`config.mk`:
```
export PLATFORM = sky130hd
export DESIGN_NAME = dual_square_tone_generator
export DESIGN_NICKNAME = d
export VERILOG_FILES = /design/src/design/dstg_pkg.sv /design/src/design/dstg_dp.sv /design/src/design/dstg_ctrl.sv /design/src/design/dual_square_tone_generator.sv
export SDC_FILE = /design/constraint.sdc
export NUM_CORES = 1
export LEC_CHECK = 0
export BUFFER_PORTS_ARGS = -buffer_cell sky130_fd_sc_hd__buf_2
export CAP_MARGIN = 20
export CORE_AREA = 2 2 115 117
export DETAILED_ROUTE_END_ITERATION = 10
export DIE_AREA = 0 0 117 119
export PLACE_DENSITY = 0.82
export SYNTH_ARGS = -nofsm -noshare
export SYNTH_HDL_FRONTEND = slang
export SYNTH_SLANG_ARGS = --single-unit
```
`constraint.sdc`:
```
create_clock -name clk -period 8.44 [get_ports clk]
set_input_delay 0.844 -clock clk [delete_from_list [all_inputs] [get_ports clk]]
set_output_delay 0.844 -clock clk [all_outputs]
set_load 0.005 [all_outputs]
```
`src/design/dstg_pkg.sv`:
```
// Package for the dual square tone generator.
// Holds register select codes, duty patterns, divider constants and the
// controller/datapath command and status types. No dependencies.
`default_nettype none

package dstg_pkg;

    // Register select codes
    localparam logic [2:0] REG_A_ENV     = 3'd0;
    localparam logic [2:0] REG_A_PER_LO  = 3'd1;
    localparam logic [2:0] REG_A_PER_HI  = 3'd2;
    localparam logic [2:0] REG_B_ENV     = 3'd3;
    localparam logic [2:0] REG_B_PER_LO  = 3'd4;
    localparam logic [2:0] REG_B_PER_HI  = 3'd5;

    // Item kinds
    localparam logic ACT_TICK  = 1'b0;
    localparam logic ACT_WRITE = 1'b1;

    // Channel ids
    localparam logic CHAN_A = 1'b0;
    localparam logic CHAN_B = 1'b1;

    // Input clock of the tone source, and the dividend after folding in the
    // fixed divide-by-16: floor(floor(c/16)/(p+1)) == floor(c/(16*(p+1)))
    localparam int unsigned CLOCK_HZ = 1789773;
    localparam int unsigned DIV_NUM_INT = CLOCK_HZ / 16;
    localparam int DIV_BITS = $clog2(DIV_NUM_INT + 1);
    localparam int CNT_W = $clog2(DIV_BITS);
    localparam logic [DIV_BITS-1:0] DIV_NUM = DIV_BITS'(DIV_NUM_INT);

    // Period and divisor widths
    localparam int PER_W = 11;
    localparam int DVS_W = PER_W + 1;

    // Duty patterns, bit i is phase step i
    localparam logic [7:0] DUTY_PATTERN [4] = '{8'h01, 8'h03, 8'h0F, 8'h3F};

    // Controller to datapath commands
    typedef struct packed {
        logic wr_en;       // apply register write from the input item
        logic tick_start;  // capture the mixed level of both channels
        logic div_start;   // load the divider for channel div_chan
        logic div_step;    // one restoring step
        logic phase_upd;   // add quotient to phase of channel chan
        logic out_load;    // move the sum into the output register
        logic chan;        // channel for phase_upd
        logic div_chan;    // channel for div_start
    } dp_cmd_t;

    // Datapath to controller status
    typedef struct packed {
        logic div_last;    // current step is the final quotient bit
    } dp_stat_t;

endpackage

`default_nettype wire

```
`src/design/dstg_dp.sv`:
```
// Datapath of the dual square tone generator: channel registers, duty lookup,
// mixer, shared bit-serial divider and output register.
// Depends on dstg_pkg.
`default_nettype none

module dstg_dp #(
    parameter int PHASE_BITS = 16
) (
    input  wire                 clk,
    input  wire                 rst_n,
    input  dstg_pkg::dp_cmd_t   cmd,
    output dstg_pkg::dp_stat_t  stat,
    input  wire  [2:0]          reg_select,
    input  wire  [7:0]          write_data,
    output logic [5:0]          sample
);
    import dstg_pkg::*;

    // Channel state
    logic [PHASE_BITS-1:0] phase_reg [2];
    logic [PER_W-1:0]      period_reg [2];
    logic [3:0]            volume_reg [2];
    logic [1:0]            duty_reg [2];

    // Divider and mixer state
    logic [DVS_W-1:0]    dvs_reg;
    logic [DVS_W-1:0]    rem_reg;
    logic [DVS_W-1:0]    rem_next;
    logic [DIV_BITS-1:0] quo_reg;
    logic [DIV_BITS-1:0] quo_next;
    logic [CNT_W-1:0]    cnt_reg;
    logic [5:0]          sum_reg;
    logic [5:0]          sample_reg;

    logic [DVS_W:0]      trial;
    logic                qbit;
    logic [4:0]          level_a;
    logic [4:0]          level_b;
    logic [2:0]          step_a;
    logic [2:0]          step_b;

    // Duty lookup and level per channel
    assign step_a  = phase_reg[0][PHASE_BITS-1 -: 3];
    assign step_b  = phase_reg[1][PHASE_BITS-1 -: 3];
    assign level_a = DUTY_PATTERN[duty_reg[0]][step_a] ? {volume_reg[0], 1'b0} : 5'd0;
    assign level_b = DUTY_PATTERN[duty_reg[1]][step_b] ? {volume_reg[1], 1'b0} : 5'd0;

    // Restoring division step: next dividend bit comes from the constant
    assign trial    = {rem_reg, DIV_NUM[cnt_reg]};
    assign qbit     = (trial >= {1'b0, dvs_reg});
    assign rem_next = qbit ? DVS_W'(trial - {1'b0, dvs_reg}) : trial[DVS_W-1:0];
    assign quo_next = {quo_reg[DIV_BITS-2:0], qbit};

    assign stat.div_last = (cnt_reg == '0);

    // Channel registers: writes and phase advance
    always_ff @(posedge clk or negedge rst_n)
    begin
        if (!rst_n)
        begin
            for (int i = 0; i < 2; i++)
            begin
                phase_reg[i]  <= '0;
                period_reg[i] <= '0;
                volume_reg[i] <= '0;
                duty_reg[i]   <= '0;
            end
        end
        else
        begin
            if (cmd.wr_en)
            begin
                unique case (reg_select)
                    REG_A_ENV:
                    begin
                        volume_reg[0] <= write_data[3:0];
                        duty_reg[0]   <= write_data[7:6];
                    end
                    REG_A_PER_LO: period_reg[0][7:0]  <= write_data;
                    REG_A_PER_HI: period_reg[0][10:8] <= write_data[2:0];
                    REG_B_ENV:
                    begin
                        volume_reg[1] <= write_data[3:0];
                        duty_reg[1]   <= write_data[7:6];
                    end
                    REG_B_PER_LO: period_reg[1][7:0]  <= write_data;
                    REG_B_PER_HI: period_reg[1][10:8] <= write_data[2:0];
                    default: ;  // unused selects are ignored
                endcase
            end
            if (cmd.phase_upd)
            begin
                phase_reg[cmd.chan] <= phase_reg[cmd.chan] + PHASE_BITS'(quo_reg);
            end
        end
    end

    // Divider, mix and output payload registers
    always_ff @(posedge clk)
    begin
        if (cmd.tick_start)
        begin
            sum_reg <= {1'b0, level_a} + {1'b0, level_b};
        end
        if (cmd.div_start)
        begin
            dvs_reg <= {1'b0, period_reg[cmd.div_chan]} + DVS_W'(1);
            rem_reg <= '0;
            quo_reg <= '0;
            cnt_reg <= CNT_W'(DIV_BITS - 1);
        end
        else if (cmd.div_step)
        begin
            rem_reg <= rem_next;
            quo_reg <= quo_next;
            cnt_reg <= cnt_reg - CNT_W'(1);
        end
        if (cmd.out_load)
        begin
            sample_reg <= sum_reg;
        end
    end

    assign sample = sample_reg;

endmodule

`default_nettype wire

```
`src/design/dstg_ctrl.sv`:
```
// Controller of the dual square tone generator: sequences register writes,
// the two divisions of a tick, and the output handshake.
// Depends on dstg_pkg.
`default_nettype none

module dstg_ctrl (
    input  wire                 clk,
    input  wire                 rst_n,
    input  wire                 in_valid,
    output logic                in_ready,
    input  wire                 action,
    output logic                out_valid,
    input  wire                 out_ready,
    output dstg_pkg::dp_cmd_t   cmd,
    input  dstg_pkg::dp_stat_t  stat
);
    import dstg_pkg::*;

    localparam logic [1:0] S_IDLE = 2'd0;
    localparam logic [1:0] S_DIV  = 2'd1;
    localparam logic [1:0] S_UPD  = 2'd2;
    localparam logic [1:0] S_DONE = 2'd3;

    logic [1:0] state_reg;
    logic [1:0] state_next;
    logic       chan_reg;
    logic       chan_next;
    logic       out_valid_reg;
    logic       out_valid_next;
    logic       accept;

    assign in_ready  = (state_reg == S_IDLE);
    assign accept    = in_valid && in_ready;
    assign out_valid = out_valid_reg;

    // Next state and commands
    always_comb
    begin
        state_next     = state_reg;
        chan_next      = chan_reg;
        out_valid_next = out_valid_reg && !out_ready;
        cmd            = '0;
        cmd.chan       = chan_reg;
        unique case (state_reg)
            S_IDLE:
            begin
                if (accept)
                begin
                    if (action == ACT_WRITE)
                    begin
                        cmd.wr_en = 1'b1;
                    end
                    else
                    begin
                        cmd.tick_start = 1'b1;
                        cmd.div_start  = 1'b1;
                        cmd.div_chan   = CHAN_A;
                        chan_next      = CHAN_A;
                        state_next     = S_DIV;
                    end
                end
            end
            S_DIV:
            begin
                cmd.div_step = 1'b1;
                if (stat.div_last)
                begin
                    state_next = S_UPD;
                end
            end
            S_UPD:
            begin
                cmd.phase_upd = 1'b1;
                if (chan_reg == CHAN_A)
                begin
                    state_next = S_DIV;
                    chan_next  = CHAN_B;
                end
                else
                begin
                    state_next = S_DONE;
                end
            end
            S_DONE:
            begin
                // wait for a free output slot
                if (!out_valid_reg || out_ready)
                begin
                    cmd.out_load   = 1'b1;
                    out_valid_next = 1'b1;
                    state_next     = S_IDLE;
                end
            end
            default: state_next = S_IDLE;
        endcase
        // second division is started from the update cycle of channel A
        if (state_reg == S_UPD && chan_reg == CHAN_A)
        begin
            cmd.div_start = 1'b1;
            cmd.div_chan  = CHAN_B;
        end
    end

    always_ff @(posedge clk or negedge rst_n)
    begin
        if (!rst_n)
        begin
            state_reg     <= S_IDLE;
            chan_reg      <= CHAN_A;
            out_valid_reg <= 1'b0;
        end
        else
        begin
            state_reg     <= state_next;
            chan_reg      <= chan_next;
            out_valid_reg <= out_valid_next;
        end
    end

endmodule

`default_nettype wire

```
`src/design/dual_square_tone_generator.sv`:
```
// Dual square tone generator: two pulse channels mixed to one 6-bit sample.
// Top level; instantiates dstg_ctrl and dstg_dp, depends on dstg_pkg.
//
// Usage:
//   Input channel (in_valid/in_ready) carries action, reg_select, write_data.
//   action = 1 writes a channel register (envelope, period low, period high
//   for channel A at selects 0..2, channel B at 3..5; 6 and 7 are ignored)
//   and produces no output item. action = 0 is a sample tick that produces
//   one item on the output channel (out_valid/out_ready) carrying sample.
//   A register write leaves the controller idle, so in_ready stays high.
//   In a tick, the phase
//   increment of each channel comes from one shared restoring divider that
//   resolves one quotient bit per cycle (17 bits, twice per tick); each
//   channel then has a phase update state, and a last state loads the output.
//   No new item is accepted until a tick has loaded its output.
//   The output register holds a finished sample while the receiver stalls;
//   the next item is accepted meanwhile, and a following tick waits at its
//   end until the output register is free.
//   Reset clears phases, periods, volumes, duty selects and out_valid.
`default_nettype none

module dual_square_tone_generator #(
    parameter int PHASE_BITS = 16
) (
    input  wire        clk,
    input  wire        rst_n,
    input  wire        in_valid,
    output logic       in_ready,
    input  wire        action,
    input  wire  [2:0] reg_select,
    input  wire  [7:0] write_data,
    output logic       out_valid,
    input  wire        out_ready,
    output logic [5:0] sample
);
    import dstg_pkg::*;

    dp_cmd_t  cmd;
    dp_stat_t stat;

    dstg_ctrl u_ctrl (
        .clk       (clk),
        .rst_n     (rst_n),
        .in_valid  (in_valid),
        .in_ready  (in_ready),
        .action    (action),
        .out_valid (out_valid),
        .out_ready (out_ready),
        .cmd       (cmd),
        .stat      (stat)
    );

    dstg_dp #(
        .PHASE_BITS (PHASE_BITS)
    ) u_dp (
        .clk        (clk),
        .rst_n      (rst_n),
        .cmd        (cmd),
        .stat       (stat),
        .reg_select (reg_select),
        .write_data (write_data),
        .sample     (sample)
    );

endmodule

`default_nettype wire

```
==> results.md, run 1 <==
Synthesis:
- The share of the synthesized area in the top cell type is 0.258.
- In this run, synthesis produced a sequential element count of 126.
- Measured against the total synthesized area, the mux share comes to 0.116.
- After synthesis, the cell types taking the most area are sky130_fd_sc_hd__dfrtp_1 (26%), sky130_fd_sc_hd__dfxtp_1 (10%), sky130_fd_sc_hd__edfxtp_1 (9.7%).
- Of the total synthesized cell area, the portion taken by full adders, half adders and majority gates is 0.0714.
- The share of the Yosys chip area taken by registers is 0.455.
- The combinational family with the most area after synthesis is simple AND/OR/NAND/NOR gates.
- When the netlist entered floorplanning its net count stood at 732.
- The count of mapped cells out of synthesis is 679.
- Of the total synthesized cell area, the portion taken by XOR and XNOR cells is 0.0425.
- The synthesized design contains 22 enable-type register cells.
- The mapped cell area is 6800 um^2.
- The simple-gate share of the synthesized area is 0.143.
- Summed over all instances, the cell type with the most area after synthesis is sky130_fd_sc_hd__dfrtp_1.
- The count of unique library cells instantiated by Yosys is 61.
- The proportion of register bits with asynchronous set or reset after synthesis is 0.556.
- A synthesized cell averages 10.0 um^2.
- The dominant register cell in the synthesized netlist is sky130_fd_sc_hd__dfrtp_1.
- The fraction of the mapped netlist area in compound gates came to 0.140.
- Yosys printed 0 warnings.

Floorplanning:
- The die covers 13900 um^2.
- Measured along the x axis, the die boundary spans 117 um.
- The starting density of the core is 0.528.
- In this run the count of I/O pins placed on the die edge is 24.
- The core footprint is 12900 um^2.
- The height of the die is 119 um.
- The site row count is 42.

Clock network:
- For this design, the CTS-stage hold fixing added 0 buffers.
- TritonCTS built the clock tree.
- After clock tree synthesis, the clock-pin slew on the worst setup and hold paths is 60 ps.
- The number of clock sinks is 126.
- The TritonCTS buffer count is 17.
- The later pin in the worst-skew pair is clocked with a latency of 410 ps.
- Counting along the longest clock path gives a buffer depth of 2.
- The tree is rooted in a sky130_fd_sc_hd__clkbuf_16.
- In this run the post-CTS setup repair buffer count came out at 0.
- The post-CTS resize count is 0.
- The H-tree was split into 4 levels.

Global routing:
- The number of antenna violations at the first check in global routing is 0.
- The all-layer global routing usage is 0.217.
- The via count of the first global-routing pass is 5203.
- The first global-routing pass estimated 23900 um of wire.
- The remaining global-route overflow is 0.
- The maximum number of pins on one net before global-route repair is 71.

Drt:
- The first routing iteration left 351 violations.
- The post-detailed-routing wire length is 14100 um.
- The number of remaining DRC errors is 0.
- After detailed routing, the number of vias per cell comes to 5.70.
- The number of vias in the routed layout is 5067.
- In the final routed layout, each cell accounts on average for 15.8 um.
- The first TritonRoute pass finished after 6 iterations.
- The number of nets still failing antenna checks after routing is 0.

Power and ir drop:
- The worst vdd rail ir drop is 0.227 mV.
- For this design the ratio of total power to cell area is 381 nW/um^2.
- The leakage power figure is 3.46 nW.

Run:
- Max-cap violations in this run came to 0.

Layout:
- The storage element area is 3090 um^2.
- The fraction of final layout cells with drive strength greater than 1 is 0.170.
- The register with the most flip-flops in the layout has 32 of them.
- The area of the multi-input gates is 3490 um^2.
- The final cell count without fillers is 889.
- The filler cells instantiated in the layout total 1000.
- The net count of the finished layout is 753.
- The total non-filler cell area in the finished layout is 7580 um^2.
- The repair_antennas step left the layout with diodes totalling 0.
- Compared with the post-synthesis result, the final layout area differs by 11.6%.

Timing:
- Dividing the final minimum period by the clock period gives 0.404.
- The worst slew slack as a fraction of its limit is 0.316.
- The transition at the pin with the smallest max-transition slack is 1020 ps.
- After routing, the total negative slack on setup checks comes to 0 ps.
- Setup repair after global routing left no endpoint under its margin.
- The final count of hold timing violations came to 0.
- The final setup violation count is 0.
- The highest achievable clock rate is 294 MHz.
- Counting I/O delays and the setup requirement, the final critical path takes 3410 ps.
- The final-report max-slew violation count is 0.
- The worst clock skew is 8.88 ps.

Setup path:
- STA classifies the critical path endpoint as a flip-flop.
- For the worst setup path, the data required time is 8730 ps.
- STA puts the critical path data arrival time at 3700 ps.
- The worst setup path is of the reg -> reg kind.
- Of all nets on the critical path, the largest fanout is 20.
- STA classifies the critical path startpoint as a flip-flop.

Placed design:
- The post-detailed-placement cell area is 7050 um^2.
- Routability-driven placement finished with a final weighted congestion of 0.900.
- The sum of net half-perimeters after detailed placement is 9740 um.
- The count of buffers from port buffering is 22.
- The cell count after placement is 857.

Run status:
- The flow ran to the end, and the final reports show no timing, DRC or antenna violations.

Min path:
- The path type of the worst min-delay path is reg -> reg.
-- cells in the final DEF (no fill, tap or decap), drive strengths merged, types with 3 or more instances in the layout --
cell type / instances
nand3b: 4
a31oi: 7
mux2i: 19
clkbuf: 20
and3: 3
nor2b: 12
or3: 5
o31ai: 4
nand3: 18
xor2: 12
fa: 3
buf: 26
a21oi: 55
xnor2: 21
dfxtp: 34
or2: 4
edfxtp: 22
a211oi: 5
o21a: 6
nor3: 8
dfrtp: 70
nor2: 33
nor4: 3
ha: 34
mux2: 53
nand2b: 14
a21o: 10
o21ai: 56
nand2: 89
inv: 27
nor3b: 3
clkinv: 9
-- worst paths after layout --
kind / from / to / slack [ps] / cells past startpoint
max: u_ctrl.chan_reg / u_dp.phase_reg[31] / 5030 / 9
min: u_dp.sum_reg[2] / u_dp.sample[2] / 420 / 0
max reg2reg: u_ctrl.chan_reg / u_dp.phase_reg[31] / 5030 / 9
min reg2reg: u_dp.sum_reg[2] / u_dp.sample[2] / 420 / 0
max in group asynchronous: rst_n / u_dp.period_reg[20] / 7220 / 2
min in group asynchronous: rst_n / u_dp.phase_reg[11] / 650 / 2
-- per-stage QoR --
| step | total power, W | worst slack (ps) | utilization | hold WS [ps] |
|---|---|---|---|---|
| 2_1_floorplan | 0.00194 | 5380 | - | 400 |
| 5_1_grt | 0.00309 | 4840 | 0.589 | 433 |
| 6_report | 0.00289 | 5030 | 0.589 | 416 |
| 3_5_place_dp | 0.00221 | 4940 | 0.548 | 407 |
| 4_1_cts | 0.00289 | 5070 | 0.589 | 418 |
| 3_3_place_gp | 0.00212 | 5040 | 0.548 | 405 |
-- report_power, final --
group | switching [W] | internal (W)
clock | 0.000258 | 0.000400
combinational | 0.000678 | 0.000543
sequential | 0.000172 | 0.000837
-- routing by layer --
metal,up-vias,GRT usage,wire (um)
met5,-,0,0
met4,0,0.0860,313
met3,26,0.0499,466
met2,122,0.370,7230
met1,2480,0.264,6050
li1,2439,-,-
-- critical path, cell delays in order (launching register included) --
cell,delay (ps)
sky130_fd_sc_hd__dfrtp_1,920
sky130_fd_sc_hd__mux2_2,410
sky130_fd_sc_hd__ha_1,360
sky130_fd_sc_hd__o21ai_0,140
sky130_fd_sc_hd__o21ai_0,190
sky130_fd_sc_hd__o211ai_1,210
sky130_fd_sc_hd__o31ai_2,390
sky130_fd_sc_hd__nand3_1,300
sky130_fd_sc_hd__mux2_2,300
sky130_fd_sc_hd__nand3_1,60
-- layout make-up --
| cell class | count | area share |
|---|---|---|
| Multi-Input combinational cell | 502 | 0.461 |
| Sequential cell | 126 | 0.408 |
| Clock buffer | 20 | 0.0576 |
| Tap cell | 176 | 0.0290 |
| Timing Repair Buffer | 26 | 0.0185 |
| Inverter | 27 | 0.0134 |
| Clock inverter | 12 | 0.0129 |
-- synth_stat cells, types with 4 or more instances --
master,instances
sky130_fd_sc_hd__nand2_1,89
sky130_fd_sc_hd__dfrtp_1,70
sky130_fd_sc_hd__o21ai_0,55
sky130_fd_sc_hd__a21oi_1,53
sky130_fd_sc_hd__mux2_2,53
sky130_fd_sc_hd__dfxtp_1,34
sky130_fd_sc_hd__ha_1,34
sky130_fd_sc_hd__nor2_1,32
sky130_fd_sc_hd__inv_1,27
sky130_fd_sc_hd__edfxtp_1,22
sky130_fd_sc_hd__xnor2_1,21
sky130_fd_sc_hd__mux2i_1,19
sky130_fd_sc_hd__clkbuf_1,17
sky130_fd_sc_hd__nand3_1,17
sky130_fd_sc_hd__nand2b_1,14
sky130_fd_sc_hd__nor2b_1,12
sky130_fd_sc_hd__xor2_1,12
sky130_fd_sc_hd__a21o_1,10
sky130_fd_sc_hd__a31oi_1,7
sky130_fd_sc_hd__nor3_1,7
sky130_fd_sc_hd__o21a_1,6
sky130_fd_sc_hd__a211oi_1,5
sky130_fd_sc_hd__or3_1,5
sky130_fd_sc_hd__nand3b_1,4
-- cell families after synthesis --
kind of cell    Yosys count
compound gates          157
other cells               1
xor+xnor                 33
buf+inv                  51
fa+ha+maj                37
simple gates            202
mux                      72
flops                   126
No activity file was read; power rests on OpenSTA's default activity.
==> run 2: changes to the inputs <==
ABC_AREA = 1   (was default)
CORE_AREA = 2 2 119 121   (was 2 2 115 117)
DIE_AREA = 0 0 121 123   (was 0 0 117 119)
PLACE_DENSITY = 0.85   (was 0.82)
clock period = 3.1 ns   (was 8.44 ns; I/O delays follow)
==> run 2 against run 1 <==
Clock power increased to 2.9 times the previous value. First-iteration DRC count rose by 26%. Final cell count increased by 33%. Die area grew 6.9%. Total power grew to 2.8 times the previous value. Largest cell class unchanged. Clock-buffer cell count is 3 lower. Critical path type unchanged.
==> results.md, run 2 <==
Floorplanning:
- The total I/O pin count is 24 (unchanged).
- The die outline area is 14900 um^2 (+6.9%).
- The height of the die came to 123 um (+3.4%).
- The site row count is 43 (+2.4%).
- The starting density of the core is 0.542 (+0.0143).
- The floorplan die width came to 121 um (+3.4%).
- The core footprint is 13600 um^2 (+5.7%).

Global routing:
- The via count of the first global-routing pass is 6000 (+15%).
- The number of antenna violations at the first check in global routing is 0 (unchanged).
- The maximum number of pins on one net before global-route repair is 39 (-45%).
- The wire length of the first global-routing pass is 27500 um (+15%).
- The all-layer global routing usage is 0.231 (+0.0137).
- The remaining global-route overflow came to 0 (unchanged).

Synthesis:
- The count of mapped cells out of synthesis was 964 (+42%).
- Among all cell types in the netlist, the one instantiated most often is sky130_fd_sc_hd__nand2_1.
- The synthesized netlist net count came to 1017 (+39%).
- The count of warnings emitted by yosys is 0 (unchanged).
- The post-synthesis sequential element count is 126 (unchanged).
- The proportion of register bits with asynchronous set or reset after synthesis came to 0.556 (unchanged).
- The count of unique library cells instantiated by Yosys is 49 (-20%).
- In the synthesized netlist the dominant register cell turns out to be sky130_fd_sc_hd__dfrtp_1.
- Sorting the synthesized cells by how often they occur yields sky130_fd_sc_hd__nand2_1 (286), sky130_fd_sc_hd__inv_1 (139), sky130_fd_sc_hd__dfrtp_1 (70), sky130_fd_sc_hd__o21ai_0 (70), sky130_fd_sc_hd__nor2_1 (61).
- The share of the synthesized area in the top cell type is 0.237 (-0.0204).
- The share of synthesized area occupied by flip-flops and latches came to 0.419 (-0.0360).
- The cell taking the most area after synthesis is sky130_fd_sc_hd__dfrtp_1.
- The mapped cell area is 7380 um^2 (+8.6%).
- Sorting the synthesized cells by area gives the leading types as sky130_fd_sc_hd__dfrtp_1 (24%), sky130_fd_sc_hd__nand2_1 (15%), sky130_fd_sc_hd__dfxtp_1 (9.2%).
- The post-synthesis area per instance is 7.66 um^2 (-24%).
- The number of flops mapped to enable cells by yosys was 22 (unchanged).

Setup path:
- The element type at the critical path end is a flip-flop.
- The largest fanout on the critical path is 23 (+15%).
- Tracing the worst setup path back leads to its startpoint at u_ctrl.chan_reg.
- The worst register-to-register path begins at u_ctrl.chan_reg.
- The required time of the worst setup path came to 3400 ps (-5330 ps).
- The element type at the critical path start is a flip-flop.
- The arrival time at the worst endpoint is 2840 ps (-860 ps).
- The critical path in this run is classified as reg -> reg.
- The length in cells of the worst reg-to-reg path is 15 (+6).

Timing:
- The worst clock skew is 10.6 ps (+1.74 ps).
- The worst slew slack as a fraction of its limit is 0.464 (+0.148).
- The final-layout setup total negative slack is 0 ps (unchanged).
- The shortest clock period the worst path allows after layout is 2540 ps (-871 ps).
- The final setup violation count is 0 (unchanged).
- The highest achievable clock rate was 394 MHz (+34%).
- The final count of hold timing violations is 0 (unchanged).
- The final-report max-slew violation count is 0 (unchanged).
- The transition at the pin with the smallest max-transition slack came to 797 ps (-227 ps).
- The post-route clock period utilization is 0.818 (+0.414).
- Setup repair after global routing left no endpoint under its margin.

Drt:
- The mean number of vias per cell is 5.28 (-7.3%).
- The number of DRC violations after detailed-routing iteration 0 is 443 (+26%).
- The number of remaining DRC errors is 0 (unchanged).
- The number of vias in the routed layout is 6231 (+23%).
- The number of nets still failing antenna checks after routing is 0 (unchanged).
- The first-pass iteration count of the detailed router was 5 (-1).
- The post-detailed-route wirelength per cell is 13.5 um (-15%).
- The post-detailed-routing wire length is 15900 um (+13%).

Placed design:
- The count of buffers from port buffering is 22 (unchanged).
- The sum of net half-perimeters after detailed placement is 11300 um (+16%).
- The final RePlAce weighted congestion is 0.974 (+8.2%).

Min path:
- The depth of the worst hold-timing path is 2 (+2).
- The worst hold path begins at out_ready.
- The path type of the worst min-delay path is in -> reg.

Power and ir drop:
- The leakage power figure came to 4.09 nW (+18%).
- The worst vdd rail ir drop is 0.624 mV (+170%).
- The power per standard cell area is 987 nW/um^2 (+160%).
- The total power is 0.00809 W (+180%).

Clock network:
- The number of hold-repair buffers added at the cts stage is 1 (+1).
- The largest buffer count on any clock path is 2 (unchanged).
- The setup fix buffers added after clock tree synthesis is 0 (unchanged).
- The TritonCTS buffer count is 17 (unchanged).
- The root buffer cell chosen for the clock tree is sky130_fd_sc_hd__clkbuf_16.
- The number of clock sinks is 126 (unchanged).
- The insertion delay of the later-clocked pin in the worst-skew pair was 420 ps (about the same).
- The post-CTS resize count is 0 (unchanged).
- TritonCTS built the clock tree.
- The clock-pin slew of the registers on the worst-case setup and hold paths is 60 ps (about the same).
- The maximum level of the CTS H-tree was 4 (unchanged).

Layout:
- The number of diodes added for antenna fixing came to 0 (unchanged).
- In the layout the commonest cells are sky130_fd_sc_hd__nand2_1 (286), sky130_fd_sc_hd__inv_1 (139), sky130_fd_sc_hd__o21ai_0 (70), sky130_fd_sc_hd__dfrtp_1 (70), sky130_fd_sc_hd__nor2_1 (61).
- The number of nets in the layout is 1039 (+38%).
- Compared with the post-synthesis result, the final layout area differs by 11.1%.
- The fraction of final layout cells with drive strength greater than 1 is 0.113 (-0.0566).
- The number of flip-flops in the largest register was 32 (unchanged).
- The library cell used most frequently in the layout, excluding fill and tap cells, is sky130_fd_sc_hd__nand2_1.

Run:
- The total of max-cap violations is 0 (unchanged).

Run status:
- The flow ran to the end, and the final reports show no timing, DRC or antenna violations.
-- run 2: worst max-delay path, cell delays in order (launching register included) --
cell	delay (ps)
sky130_fd_sc_hd__dfrtp_1	350
sky130_fd_sc_hd__buf_4	270
sky130_fd_sc_hd__nand2_1	80
sky130_fd_sc_hd__nand2_1	80
sky130_fd_sc_hd__ha_1	160
sky130_fd_sc_hd__inv_1	70
sky130_fd_sc_hd__fa_1	410
sky130_fd_sc_hd__inv_1	100
sky130_fd_sc_hd__nand3_1	70
sky130_fd_sc_hd__nand2_1	150
sky130_fd_sc_hd__a21boi_0	190
sky130_fd_sc_hd__nand3b_1	230
sky130_fd_sc_hd__nand2_1	80
sky130_fd_sc_hd__nand2_1	60
sky130_fd_sc_hd__nand3_1	70
sky130_fd_sc_hd__nand2_1	60
-- run 2: logic make-up after synthesis --
group                    Yosys count  synth area share
AO/OA/AOI/OAI                    134             0.101
XOR/XNOR                          20            0.0237
adder cells (fa/ha/maj)           37            0.0658
buffers and inverters            172            0.0944
flip-flops                       126             0.419
multiplexers                       8            0.0122
other                              1          0.000508
AND/OR/NAND/NOR                  466             0.283
-- run 2: power by group --
part           switching [W]  total, W  leakage (nW)  internal (W)
logic                0.00229   0.00350          2.47       0.00121
registers           0.000320   0.00266          1.34       0.00234
clock network       0.000799   0.00193         0.275       0.00113
total                0.00341   0.00809          4.09       0.00468
-- run 2: through the flow --
step	util	std cells	instance area, um^2	hold WS, ps	setup WS [ps]
floorplan	-	964	7380	14.4	724
global placement	0.559	1146	7610	382	704
detailed placement	0.559	1146	7610	379	611
CTS	0.602	1179	8200	97.5	586
global route	0.602	1179	8200	131	266
finish	0.602	1179	8200	108	564
-- run 2: worst paths after layout --
| check | end | slack (ps) |
|---|---|---|
| max | u_dp.phase_reg[30] | 560 |
| min | u_ctrl.out_valid | 110 |
| max reg2reg | u_dp.phase_reg[30] | 560 |
| min reg2reg | u_dp.sample[3] | 430 |
| max in group asynchronous | u_dp.period_reg[15] | 1800 |
| min in group asynchronous | u_dp.phase_reg[21] | 470 |
-- run 2: layer usage --
layer  vias up  global-route usage  share of wire
li1       3114                   -              -
met1      2909               0.310           0.45
met2       174               0.372           0.48
met3        34              0.0452          0.048
met4         0              0.0901          0.022
met5         -                   0              0
-- run 2: final cells by class --
type,count,area (um^2)
clock buffers,17,425
clock inverters,15,151
fillers,1119,5410
inverters,147,553
multi-input cells,666,3590
flip-flops and latches,126,3090
well taps,180,225
repair buffers,28,158
